### src/hw/rtl/eia_ram.sv
// Generic single-port-write, single-port-read RAM with a registered read.
// Used for every store of the identifier allocator; no dependencies.
`default_nettype none

module eia_ram #(
  parameter int unsigned WIDTH = 8,
  parameter int unsigned DEPTH = 16
) (
  input  wire logic                     clk_i,
  input  wire logic                     we_i,
  input  wire logic [$clog2(DEPTH)-1:0] waddr_i,
  input  wire logic [WIDTH-1:0]         wdata_i,
  input  wire logic [$clog2(DEPTH)-1:0] raddr_i,
  output      logic [WIDTH-1:0]         rdata_o
);

  logic [WIDTH-1:0] mem_q [DEPTH];

  always_ff @(posedge clk_i) begin
    if (we_i) begin
      mem_q[waddr_i] <= wdata_i;
    end
    rdata_o <= mem_q[raddr_i];
  end

endmodule

`default_nettype wire

### config.mk
export PLATFORM = sky130hd
export DESIGN_NAME = eia_ram
export DESIGN_NICKNAME = d
export VERILOG_FILES = /design/src/hw/rtl/eia_ram.sv
export SDC_FILE = /design/constraint.sdc
export NUM_CORES = 1
export LEC_CHECK = 0
export BUFFER_PORTS_ARGS = -buffer_cell sky130_fd_sc_hd__buf_4
export CAP_MARGIN = 20
export CORE_UTILIZATION = 32
export CTS_BUF_LIST = sky130_fd_sc_hd__clkbuf_8
export CTS_CLUSTER_DIAMETER = 80
export CTS_CLUSTER_SIZE = 40
export DETAILED_ROUTE_END_ITERATION = 16
export SYNTH_ARGS = -nofsm -noshare
export SYNTH_HDL_FRONTEND = slang
export SYNTH_SLANG_ARGS = --single-unit
### constraint.sdc
create_clock -name clk_i -period 2.2 [get_ports clk_i]
set_input_delay 0.22 -clock clk_i [delete_from_list [all_inputs] [get_ports clk_i]]
set_output_delay 0.22 -clock clk_i [all_outputs]
set_load 0.01 [all_outputs]
# Word-level counts from Yosys, hierarchy flattened
# Memories as Yosys holds them, arrays and structs flattened. A register that Yosys moved wholly into a read port is not among the register bits.
# Cells that the tools add are included.
# totals
ff_bits,0
mem_bits_rw,128
input_bits,18
memories,1
# mem_list
memory,words,width,rd,rd_ports_with_merged_regs,write_ports,line_no,source
mem_q,16,8,1,1,1,17,logic [WIDTH-1:0] mem_q [DEPTH];
# op_classes
mux,2
# ops
cell,count
$mux W1,2

# Logic depth before layout (Yosys ltp)
# Gate-level depths: netlist (run 1).
# depth
ltp_word,2
mapped_depth,5
ltp_nobuf,3

# Worst setup path after synthesis (run 1)
# No wires, ideal clock.
# synth_path
kind,input -> register
start,input port waddr_i[2]
end,memory mem_q[0][0] (enable)
setup_time_ns,0.383
arrival_ns,1.330
slack_ns,0.487
path_stages,2
n_path_buf,0
cell_sequence,or3b_2 -> nor3_1
# synth_rtl
element,line_no,source
start: declaration,11,"input wire logic [$clog2(DEPTH)-1:0] waddr_i,"
end: declaration,17,
# Straight into the memory's write port.

==> results of run 1 <==
## routing by layer
layer | global-route usage | vias up
met4 | 0.0436 | 0
li1 | - | 1091
met3 | 0.0424 | 7
met1 | 0.176 | 1284
met2 | 0.205 | 66
met5 | 0 | -
## state kept, by name, summed over array words and instances, names as in the netlist
register,cells
mem_q,128
rdata_o,8
## per-stage QoR
step | hold slack (ns) | power [uW] | instances | util | cell area (sq um)
2_1_floorplan | 0.319 | 3120 | 229 | - | 5150
4_1_cts | 0.0672 | 5540 | 510 | 0.399 | 6150
3_3_place_gp | 0.530 | 3260 | 478 | 0.369 | 5700
6_report | 0.0877 | 5490 | 510 | 0.399 | 6150
5_1_grt | 0.0622 | 5670 | 510 | 0.399 | 6150
3_5_place_dp | 0.544 | 3260 | 478 | 0.369 | 5700
## final timing paths
kind | start | to | slack (ns) | cells past startpoint
worst min register to register | mem_q[14][2] | rdata_o[2] | 0.68 | 3
worst min-delay path | wdata_i[7] | mem_q[2][7] | 0.09 | 1
worst max register to register | mem_q[1][3] | rdata_o[3] | 0.77 | 3
worst max-delay path | mem_q[1][3] | rdata_o[3] | 0.77 | 3
## final cells by class
class                           instances  share of cell area
Clock buffer                           17              0.0381
Timing Repair Buffer                   48              0.0606
Multi-Input combinational cell         83               0.172
Clock inverter                         15              0.0352
Sequential cell                       136               0.651
Tap cell                              211              0.0429
## power by group through the flow
stage	sequential (uW)	combinational [uW]	clock [uW]
3_5_place_dp	2970	296	0
3_3_place_gp	2970	290	0
2_1_floorplan	2970	147	0
6_report	2910	291	2290
5_1_grt	2910	315	2440
4_1_cts	2910	297	2330
## synthesized netlist by cell type (all sizes together)
| master | count |
|---|---|
| buf | 7 |
| and2 | 1 |
| nand3 | 1 |
| nor2 | 13 |
| nand2b | 2 |
| nor2b | 1 |
| edfxtp | 128 |
| or3b | 1 |
| nor3 | 4 |
| a22oi | 16 |
| dfxtp | 8 |
| mux4 | 32 |
| and2b | 1 |
| clkdlybuf4s25 | 3 |
| nand3b | 2 |
| nand2 | 9 |
## kinds of logic after synthesis
logic type	Yosys count	share of synthesized area
DFF	136	0.778
and+or+nand+nor	35	0.0318
muxes	32	0.150
AOI/OAI and AO/OA	16	0.0233
buffers and inverters	10	0.0168
==> impl_metrics.toml, run 1 <==
[worst_setup_path]
cp_num_buf_inv = 0
crit_path_end_kind = "register"
cp_slowest_stage_delay_ns = 0.53
worstPathCellList = "mux4_1, a22oi_1, nand2_1"
cp_data_arrival_time_ns = 1.75
critPathLaunchType = "register"
crit_fanout = 1
cpMaxStageDelayCell = "mux4_1"
cp_top_family = "multiplexers"
worstSetupPathType = "reg -> reg"
required_ns = 2.52

[timing]
grt_setup_unrepaired = "false"
finClkSkew_ns = 0.0118
setup_slack_ns = 0.773
slew_violations = 0
period_share = 0.649
clock.fmax_mhz = 701
setup_tns_ns = 0
worst_slew_pin_slew_ns = 0.465
min_period_ns = 1.43
max_slew_margin = 0.690
finalHoldViolCount = 0
setup_violations = 0

[floorplanning]
fp-row-count = 45
boundaryPins = 26
die_w_um = 129
core_sq_um = 15400
start_util = 0.334
die_area_sq_um = 16600
die_h_um = 129

[power_and_ir_drop]
switching_share = 0.219
clkPwrFrac = 0.417
power.leakage_uw = 0.00206
combPwrFrac = 0.053
seq_power_share = 0.530
p_int_uw = 4290
ir_drop_mv = 0.351
p_sw_uw = 1200
power_density_nw_per_um2 = 893

[clock_tree]
ctsHoldBuffers = 0
htreeDepth = 4
path_clk_slew_ns = 0.08
clock_latency_ns = 0.44
cts_setup_buffers = 0
cts_root_buffer = "clkbuf_8"
cts_resized = 0
cts.sinks = 136
clock_path_buffers = 2
cts_tree = "done"
numCtsBuffers = 17

[grt]
grt_pass1_wl_um = 15100
grt_pass1_vias = 2577
antenna_found_initial = 0
grt_overflow_total = 0
grt_usage = 0.132
grt_max_degree = 33

[final_layout]
syn2layout_area_growth_pct = 19.4
fillerInstances = 1389
n_antenna_cell = 0
fin_nets = 304
layout_common_cells = "edfxtp_1 (128), buf_4 (47), mux4_2 (18)"
layout_commonest_cell = "edfxtp_1"
drive_gt1_frac = 0.331
multiInputGateArea_sq_um = 1060
regArea_sq_um = 4000

[place]
io_buffers = 25
dp_hpwl_um = 6500
dp_slack_ns = 0.367
place.gp.congestion = 0.710

[routing]
dr_wl_met2_um = 4830
route.detailed.drc = 0
num_vias = 2448
antenna_left = 0
drt-wirelength-per-cell_um = 19.6
met1_length_um = 4640
via_per_inst = 4.80
drt_iter0_markers = 297
met3_length_um = 478
firstDrtPassIters = 4
wl_um = 10000
top_layer = "met4"

[synth]
synth_nets = 247
yosysTopAreaCell = "edfxtp_1"
syn_inst = 229
avgSynthCellArea_sq_um = 22.5
synth_seq_cells = 136
ys_seq_area_frac = 0.778
ys_warn_count = 0
syn-cell-area_sq_um = 5150
synthTopCellsByArea = "edfxtp_1 (75%), mux4_2 (7.9%), mux4_1 (7.1%)"
synth.top_cell.area_share = 0.747
synthDistinctLibCells = 19

[hold_path]
hp-class = "in -> reg"

[flow_run]
maxCapViolCount = 0

[run_status]
status = "finished clean"
No activity file was read; power rests on OpenSTA's default activity.
==> run 2, diff against run 1 <==
- clock period: 2.2 -> 1.5 ns (I/O delays scaled with it)
==> run 2 against run 1 <==
Final area is 0.61% higher. Critical endpoint is now rdata_o[4]. Flip-flop and latch count stayed put. Sequential power grew 47%. Non-clock buffer count grew 3. Register-to-register slack lost 0.63 ns.
==> impl_metrics.toml, run 2 (synthesis gave the netlist of run 1 again) <==
[timing]
min_period_ns = 1.36
setup_tns_ns = 0
finClkSkew_ns = 0.00901
period_share = 0.905
grt_setup_unrepaired = "false"
finalHoldViolCount = 0
clock.fmax_mhz = 737
worst_slew_pin_slew_ns = 0.746
setup_violations = 0
setup_slack_ns = 0.143
slew_violations = 0
whs_ns = 0.0355
max_slew_margin = 0.501

[routing]
num_vias = 2384
via_per_inst = 4.65
firstDrtPassIters = 4
drt-wirelength-per-cell_um = 18.7
drt_iter0_markers = 289
antenna_left = 0
route.detailed.drc = 0
wl_um = 9590

[clock_tree]
htreeDepth = 4
cts_setup_buffers = 0
path_clk_slew_ns = 0.08
clock_path_buffers = 2
numCtsBuffers = 17
ctsHoldBuffers = 0
cts_resized = 0
cts.sinks = 136
clock_latency_ns = 0.42
cts_tree = "done"
cts_root_buffer = "clkbuf_8"

[final_layout]
drive_gt1_frac = 0.328
top_register = "mem_q"
top_regs = "mem_q x128, rdata_o x8"
fin_nets = 307
fin_util = 0.401
largest_reg_flops = 128
syn2layout_area_growth_pct = 20.2
layout_commonest_cell = "edfxtp_1"
layout_common_cells = "edfxtp_1 (128), buf_4 (46), clkbuf_8 (20)"
n_antenna_cell = 0

[grt]
grt_overflow_total = 0
antenna_found_initial = 0
grt_max_degree = 17
grt_pass1_wl_um = 14800
grt_usage = 0.129
grt_pass1_vias = 2478

[power_and_ir_drop]
ir_drop_mv = 0.516
power_density_nw_per_um2 = 1250
p_total_uw = 7730
power.leakage_uw = 0.00209

[floorplanning]
die_h_um = 129
boundaryPins = 26
core_sq_um = 15400
die_w_um = 129
die_area_sq_um = 16600
start_util = 0.334
fp-row-count = 45

[place]
dp_hpwl_um = 6540
io_buffers = 25
dp_slack_ns = -0.0755
place.gp.congestion = 0.739

[worst_setup_path]
critPathLaunchType = "register"
worstSetupPathType = "reg -> reg"
cp_data_arrival_time_ns = 1.66
crit_fanout = 1
required_ns = 1.81
crit_path_end_kind = "register"

[run_status]
status = "finished clean"

[hold_path]
hp-class = "in -> reg"

[flow_run]
maxCapViolCount = 0
-- run 2: through the flow --
step | std cells | cell area (sq um)
floorplan | 229 | 5150
global placement | 481 | 5780
detailed placement | 481 | 5780
CTS | 513 | 6190
global route | 513 | 6190
finish | 513 | 6190
-- run 2: layout make-up --
type                    count  area, sq um
flip-flops and latches    136         4000
repair buffers             51          445
multi-input cells          83         1060
fillers                  1409         9240
well taps                 211          264
clock inverters            12          135
clock buffers              20          275
-- run 2: final timing paths --
check / startpoint / to / slack, ns / cells after the start
max: mem_q[0][4] / rdata_o[4] / 0.14 / 3
min: wdata_i[4] / mem_q[4][4] / 0.04 / 1
min reg2reg: mem_q[12][5] / rdata_o[5] / 0.66 / 3
max reg2reg: mem_q[0][4] / rdata_o[4] / 0.14 / 3
-- run 2: worst max-delay path, cell delays in order (launching register included) --
cell      delay [ns]
edfxtp_1        0.37
mux4_2          0.46
a22oi_1         0.32
nand2_1         0.09
-- run 2: report_power, final --
group / internal (uW) / leakage (uW) / switching, uW / total, uW
clock: 1740 / 0.000220 / 1280 / 3020
sequential: 4240 / 0.00122 / 25.8 / 4270
combinational: 215 / 0.000652 / 227 / 442
-- run 2: layer usage --
layer / vias up / part of all wire / GRT usage
met2: 77 / 0.48 / 0.196
met1: 1210 / 0.44 / 0.175
met4: 0 / 0.0038 / 0.0332
met5: - / 0 / 0
li1: 1091 / - / -
met3: 6 / 0.074 / 0.0478
